==> src/srw_pkg.sv <==
package srw_pkg;

    localparam int DEPTH = 16;
    localparam int IDX_W = $clog2(DEPTH);

    localparam logic OP_INSERT = 1'b0;
    localparam logic OP_POP    = 1'b1;

    localparam logic [1:0] STAT_OK    = 2'd0;
    localparam logic [1:0] STAT_DUP   = 2'd1;
    localparam logic [1:0] STAT_FULL  = 2'd2;
    localparam logic [1:0] STAT_EMPTY = 2'd3;

    typedef struct packed {
        logic [31:0] id;
        logic [15:0] len;
        logic [15:0] tag;
    } entry_t;

    typedef struct packed {
        logic   insert;
        logic   pop;
        entry_t ent;
    } cmd_t;

    // head-run summary travelling down the chain
    typedef struct packed {
        logic        inrun;
        logic [4:0]  cnt;
        logic [19:0] acc;
        logic [31:0] hi;
    } wave_t;

    typedef enum logic [2:0] {
        ST_IDLE = 3'b001,
        ST_SCAN = 3'b010,
        ST_LOAD = 3'b100
    } state_t;

endpackage

==> src/srw_cell.sv <==
module srw_cell (
    input  logic           aclk,
    input  logic           aresetn,
    input  logic           head,
    input  srw_pkg::cmd_t  cmd,
    input  logic           prev_valid,
    input  srw_pkg::entry_t prev_ent,
    input  logic           prev_lt,
    input  logic           next_valid,
    input  srw_pkg::entry_t next_ent,
    input  srw_pkg::wave_t wave_in,
    output logic           valid,
    output srw_pkg::entry_t ent,
    output logic           lt,
    output logic           eq,
    output srw_pkg::wave_t wave_out
);

    logic            valid_reg, valid_next;
    srw_pkg::entry_t ent_reg, ent_next;
    srw_pkg::wave_t  wave_reg, wave_next;
    logic            link;
    logic            run;

    assign lt = valid_reg && (cmd.ent.id > ent_reg.id);
    assign eq = valid_reg && (cmd.ent.id == ent_reg.id);

    always_comb begin
        valid_next = valid_reg;
        ent_next   = ent_reg;
        if (cmd.insert) begin
            if (!lt) begin
                if (head || prev_lt) begin
                    valid_next = 1'b1;
                    ent_next   = cmd.ent;
                end else begin
                    valid_next = prev_valid;
                    ent_next   = prev_ent;
                end
            end
        end else if (cmd.pop) begin
            valid_next = next_valid;
            ent_next   = next_ent;
        end
    end

    assign link = valid_reg && (head || ((prev_ent.id + 32'd1) == ent_reg.id));
    assign run  = wave_in.inrun && link;

    always_comb begin
        wave_next.inrun = run;
        wave_next.cnt   = wave_in.cnt + {4'd0, run};
        wave_next.acc   = wave_in.acc + (run ? {4'd0, ent_reg.len} : 20'd0);
        wave_next.hi    = valid_reg ? ent_reg.id : wave_in.hi;
    end

    always_ff @(posedge aclk) begin
        if (!aresetn) begin
            valid_reg <= 1'b0;
        end else begin
            valid_reg <= valid_next;
        end
    end

    always_ff @(posedge aclk) begin
        ent_reg  <= ent_next;
        wave_reg <= wave_next;
    end

    assign valid    = valid_reg;
    assign ent      = ent_reg;
    assign wave_out = wave_reg;

endmodule

==> config.mk <==
export PLATFORM = sky130hd
export DESIGN_NAME = srw_cell
export DESIGN_NICKNAME = d
export VERILOG_FILES = /design/src/srw_pkg.sv /design/src/srw_cell.sv
export SDC_FILE = /design/constraint.sdc
export NUM_CORES = 1
export LEC_CHECK = 0
export BUFFER_PORTS_ARGS = -buffer_cell sky130_fd_sc_hd__buf_4
export CAP_MARGIN = 30
export CORE_AREA = 4 4 148 150
export DETAILED_ROUTE_END_ITERATION = 12
export DIE_AREA = 0 0 152 154
export PLACE_DENSITY = 0.73
export SETUP_SLACK_MARGIN = 0.15
export SLEW_MARGIN = 0
export SYNTH_ARGS = -nofsm -noshare
export SYNTH_HDL_FRONTEND = slang
export SYNTH_SLANG_ARGS = --single-unit
==> constraint.sdc <==
create_clock -name aclk -period 14.3 [get_ports aclk]
set_input_delay 3.575 -clock aclk [delete_from_list [all_inputs] [get_ports aclk]]
set_output_delay 3.575 -clock aclk [all_outputs]
set_load 0.02 [all_outputs]
==> results of run 1 <==
[cells in the final DEF (no fill, tap or decap), types with 17 or more instances in the layout]
cell type and count:
o21ai_0 19, buf_4 387, ha_1 51, mux2_2 32, clkbuf_16 17, nor2_1 84, mux2i_1 65, xnor2_1 44
nand3_1 40, a21oi_1 89, edfxtp_1 64, nand2_1 34, dfxtp_1 58, inv_1 41, a21o_1 19
[area by class of cell]
class	count	area, um^2	area share
flip-flops and latches	123	3100	0.265
multi-input cells	630	4570	0.390
clock inverters	12	184	0.0157
clock buffers	20	447	0.0381
inverters	41	154	0.0131
well taps	275	344	0.0293
repair buffers	388	2930	0.249
[logic make-up (layout without fill, tap and decap cells)]
| kind of cell | count (synthesis) | in the layout | synth area share |
|---|---|---|---|
| buffers and inverters | 79 | 461 | 0.0387 |
| AOI/OAI and AO/OA | 178 | 178 | 0.140 |
| DFF | 123 | 123 | 0.390 |
| muxes | 97 | 97 | 0.127 |
| xor gates and xnor gates | 57 | 57 | 0.0627 |
| adders and majority gates | 52 | 52 | 0.0827 |
| and+or+nand+nor | 246 | 246 | 0.159 |
[how the worst min path moves through the flow]
stage	slack, ps	start	endpoint	depth (start not counted)
2_1_floorplan	700	ent[42]	wave_out[10]	1
5_1_grt	620	ent[43]	wave_out[11]	1
3_5_place_dp	590	ent[53]	wave_out[21]	1
4_1_cts	600	ent[53]	wave_out[21]	1
3_3_place_gp	580	ent[43]	wave_out[11]	1
6_report	600	ent[53]	wave_out[21]	1
[power groups by stage]
stage	clock, mW	combinational (mW)	sequential (mW)
finish	0.468	0.330	0.442
global placement	0	0.324	0.448
detailed placement	0	0.330	0.449
global route	0.494	0.357	0.446
CTS	0.477	0.331	0.442
floorplan	0	0.126	0.490
[metal layers]
metal  part of all wire  vias to the layer above  global-route usage
met1               0.42                     3639               0.280
met3              0.060                       31              0.0599
met4              0.015                        0              0.0561
li1                   -                     3787                   -
met5                  0                        -                   0
met2               0.51                      294               0.407
[worst max-delay path, cell delays in order]
cell	delay, ps
buf_4	120
ha_1	290
nand4_1	270
or3_1	510
nor4_1	510
o31a_1	230
o311a_1	290
buf_4	190
[per-stage QoR]
step / worst slack [ps] / hold WS [ps] / total power, mW / util
after global routing: 4560 / 622 / 1.30 / 0.567
final: 4730 / 603 / 1.24 / 0.567
after global placement: 4850 / 582 / 0.772 / 0.535
after floorplan: 5560 / 702 / 0.616 / -
after CTS: 4720 / 601 / 1.25 / 0.567
after detailed placement: 4730 / 594 / 0.779 / 0.536
==> results.tsv, run 1 <==
metric	value	unit
Ant. Diodes	0	
Distinct cells, synth	59	
Placed Cells	1457	
Largest register FFs	64	
critical path class	in2out	
Net Count, Synth	1142	
Congestion Overflow GR	0	
initial antenna violation count	1	
Syn. warnings	0	
post-synth top area cell	edfxtp_1	
Tmin final	9570	ps
mean post-synth cell area	9.57	um^2
synth-to-layout area growth	47.3	%
dpl hpwl	22.2	mm
number of buffers added on ports	382	
unrepaired setup endpoints after global routing	false	
Die Footprint	23400	um^2
post-synthesis async set-or-reset flop share	0	
first-pass GRT wire length	42.9	mm
critical path data required time	10720	ps
max-slew violations	0	
Hold Fails Final Rpt	0	
Worst Setup SP	cmd[62]	
count leader, synth	a21oi_1	
Worst Tran Pin Value	905	ps
hold_buf cts	0	
Hold Crit Class	reg2reg	
Initial Utilization	0.385	
nets	1511	
vias	7751	
Crit. End Element	output port	
TritonCTS clock tree	yes	
Cell Int Power	0.873	mW
CTS buffer count	17	
Max IR drop VDD	0.0000711	V
top cells by count, synth	a21oi_1, nor2_1, mux2i_1	
Setup Fix Bufs, Post-CTS	0	
cells after synthesis	832	
CTS Sinks	123	
Post-synth top flop	edfxtp_1	
Routed WL per cell	19.0	um
sequential area share after synthesis	0.390	
R2R Setup Slk	8730	ps
Critical Path End	lt	
Synth Register Bits	123	
maximum clock path buffer count	2	
top post-synthesis cells by area	edfxtp_1, dfxtp_1, mux2i_1	
cell row count	53	
sequential power share	0.356	
Critical Path AT	6000	ps
Synth top area share	0.241	
initial DRC count	416	
placer congestion estimate	0.910	
IO Count	383	
root buf cell	clkbuf_16	
largest net degree at the start of global routing	77	
clk slew on worst S/H paths	60	ps
post_cts resized	0	
pwr/cell area	106	nW/um^2
post-route cell area	11700	um^2
Final setup violation count	0	
clock skew	11.2	ps
Pleak	5.33	nW
critical path launch point type	primary input	
R2R Path End	wave_out[50]	
layout cells sized above 1	0.390	
GRT Overall Usage	0.230	
Post-DRT Antenna Nets	0	
H-Tree Depth	4	
dpl cell area	11100	um^2
Achievable Freq	104	MHz
Cell Area, Synth	7960	um^2
Net Sw Frac	0.295	
period utilization	0.669	
Crit Path Max Fanout	3	
vias in the first global route	7769	
P_sw	0.366	mW
# fillers	1877	
Comb power frac	0.266	
Worst-Skew Late Latency	420	ps
max-cap viol count	0	
final cell count without fillers	1489	
reg2reg path depth	19	
Die W	152	um
drt first pass iters	5	
max_slew headroom	0.396	
DR vias/cell	5.21	
DRT Wirelength	28.3	mm
Post-synth EDFFs	64	
DRC violations left	0	
Die H	154	um
outcome	completed	
setup TNS	0	ps
core footprint	20700	um^2
clock power share	0.377	
reg2reg start	ent[39]	
No activity file was read; power rests on OpenSTA's default activity.
==> run 2, diff against run 1 <==
--- a/config.mk
+++ b/config.mk
@@ -5,11 +5,12 @@
 export SDC_FILE = /design/constraint.sdc
 export NUM_CORES = 1
 export LEC_CHECK = 0
+export ABC_AREA = 1
 export BUFFER_PORTS_ARGS = -buffer_cell sky130_fd_sc_hd__buf_4
 export CAP_MARGIN = 30
-export CORE_AREA = 4 4 148 150
+export CORE_AREA = 4 4 147 149
 export DETAILED_ROUTE_END_ITERATION = 12
-export DIE_AREA = 0 0 152 154
+export DIE_AREA = 0 0 151 153
 export PLACE_DENSITY = 0.73
 export SETUP_SLACK_MARGIN = 0.15
 export SLEW_MARGIN = 0
==> constraint.sdc (replaced) <==
create_clock -name aclk -period 9.84 [get_ports aclk]
set_input_delay 2.46 -clock aclk [delete_from_list [all_inputs] [get_ports aclk]]
set_output_delay 2.46 -clock aclk [all_outputs]
set_load 0.02 [all_outputs]
==> results.tsv, run 2 <==
metric	value	unit
Post-DRT Antenna Nets	0	
Net Count, Synth	1360	
IO Count	383	
critical path class	in2out	
sequential area share after synthesis	0.393	
synth-to-layout area growth	46.7	%
post-synth top area cell	edfxtp_1	
DR vias/cell	5.01	
most common cell after layout, fill and taps aside	buf_4	
placer congestion estimate	0.965	
period utilization	0.677	
pwr/cell area	150	nW/um^2
layout cells sized above 1	0.313	
Routed WL per cell	17.8	um
met2 wire length	15.4	mm
Setup Fix Bufs, Post-CTS	0	
HP Start	valid	
DRT met1 WL	11.9	mm
number of buffers added on ports	382	
Distinct cells, synth	36	
Congestion Overflow GR	0	
initial antenna violation count	0	
root buf cell	clkbuf_16	
vias	8532	
nets	1731	
crit path cell chain	buf_4, ha_1, a21oi_1, o21a_1, a21boi_0, a21boi_0, nand2_1, nand2_1, inv_1, buf_4	
vias in the first global route	8376	
Largest register FFs	64	
critical path data required time	7380	ps
Initial Utilization	0.391	
Pleak	5.72	nW
post-synthesis async set-or-reset flop share	0	
Syn. warnings	0	
Hold Fails Final Rpt	0	
max-slew violations	0	
Hold Path Depth	2	
clk slew on worst S/H paths	50	ps
TritonCTS clock tree	yes	
DRT Wirelength	30.4	mm
drt first pass iters	5	
Die H	153	um
reg2reg start	ent[32]	
reg2reg path depth	20	
largest net degree at the start of global routing	67	
R2R Path End	wave_out[44]	
initial DRC count	614	
DRC violations left	0	
Synth top area share	0.244	
maximum clock path buffer count	2	
Die W	151	um
final setup margin	3180	ps
critical path launch point type	primary input	
total power	1.73	mW
Worst Hold Path EP	wave_out[0]	
Synth Register Bits	123	
Achievable Freq	150	MHz
R2R Setup Slk	5760	ps
Critical Path AT	4200	ps
max layer used	met4	
unrepaired setup endpoints after global routing	false	
CP max stage delay	350	ps
cells after synthesis	1050	
Ant. Diodes	0	
setup TNS	0	ps
Worst Tran Pin Value	921	ps
Die Footprint	23100	um^2
Cell Area, Synth	7890	um^2
clock skew	10.2	ps
Post-synth EDFFs	64	
first-pass GRT wire length	45.4	mm
Placement Setup Slack	3150	ps
Worst-Skew Late Latency	410	ps
max_slew headroom	0.386	
mean post-synth cell area	7.51	um^2
count leader, synth	nand2_1	
Final setup violation count	0	
hold_buf cts	0	
dpl hpwl	24.0	mm
outcome	completed	
core footprint	20200	um^2
Crit Path Max Fanout	2	
top cells by count, synth	nand2_1, o21ai_0, nor2_1	
Tmin final	6660	ps
Critical-path top delay cell	a21boi_0	
Hold Crit Class	reg2reg	
max-cap viol count	0	
commonest non-fill, non-tap cells in the layout	buf_4, nand2_1, o21ai_0	
cell row count	52	
Post-synth top flop	edfxtp_1	
Max IR drop VDD	0.000101	V
top post-synthesis cells by area	edfxtp_1, dfxtp_1, nand2_1	
Crit. End Element	output port	
# fillers	1901	
CTS Sinks	123	
DR WL met3	2.35	mm
post_cts resized	0	
H-Tree Depth	4	
GRT Overall Usage	0.252	
CTS buffer count	17	
==> run 2: cell count changes in the layout (fill, tap and decap cells not counted), moves of 43 or more <==
cell / delta
a21oi_1: -56
inv_1: +57
mux2i_1: -65
nor2_1: +43
nand2_1: +202
o21ai_0: +155
==> run 2: final cells by class <==
class | instances | area (um^2) | area share
Timing Repair Buffer | 388 | 2910 | 0.252
Sequential cell | 123 | 3100 | 0.268
Clock buffer | 21 | 450 | 0.0389
Clock inverter | 11 | 119 | 0.0103
Inverter | 102 | 383 | 0.0331
Tap cell | 270 | 338 | 0.0292
Multi-Input combinational cell | 789 | 4270 | 0.369
==> run 2: kinds of logic after synthesis <==
| group | count (synthesis) | synth area share |
|---|---|---|
| and+or+nand+nor | 455 | 0.244 |
| adders and majority gates | 52 | 0.0834 |
| buffers and inverters | 138 | 0.0666 |
| DFF | 123 | 0.393 |
| AOI/OAI and AO/OA | 219 | 0.143 |
| xor gates and xnor gates | 63 | 0.0699 |
==> run 2: report_power, final <==
group,internal (mW),switching (mW),leakage [nW]
clock network,0.378,0.239,0.271
logic,0.208,0.269,4.30
registers,0.606,0.0324,1.15
total,1.19,0.541,5.72
==> run 2: worst max-delay path: cells and delay by family <==
kind	cells	cell delay, ps
AOI/OAI and AO/OA	4	940
adders and majority gates	1	300
buffers and inverters	3	310
and+or+nand+nor	2	180
==> run 2: worst max-delay path by stage <==
stage          startpoint  end  slack [ps]
2_1_floorplan     cmd[47]   eq        3640
6_report          cmd[63]   lt        3180
3_5_place_dp      cmd[63]   lt        3150
3_3_place_gp      cmd[63]   lt        3160
5_1_grt           cmd[57]   lt        2990
4_1_cts           cmd[63]   lt        3150
==> run 2: layer usage <==
layer,GRT usage,vias up
met2,0.445,330
li1,-,4196
met5,0,-
met4,0.0674,0
met3,0.0637,41
met1,0.303,3965
==> run 2: through the flow <==
stage,utilization,cell area [um^2],std cells,hold slack [ps]
4_1_cts,0.574,11600,1704,526
5_1_grt,0.574,11600,1704,551
2_1_floorplan,-,7890,1050,544
3_3_place_gp,0.546,11000,1672,518
3_5_place_dp,0.546,11000,1672,518
6_report,0.574,11600,1704,514
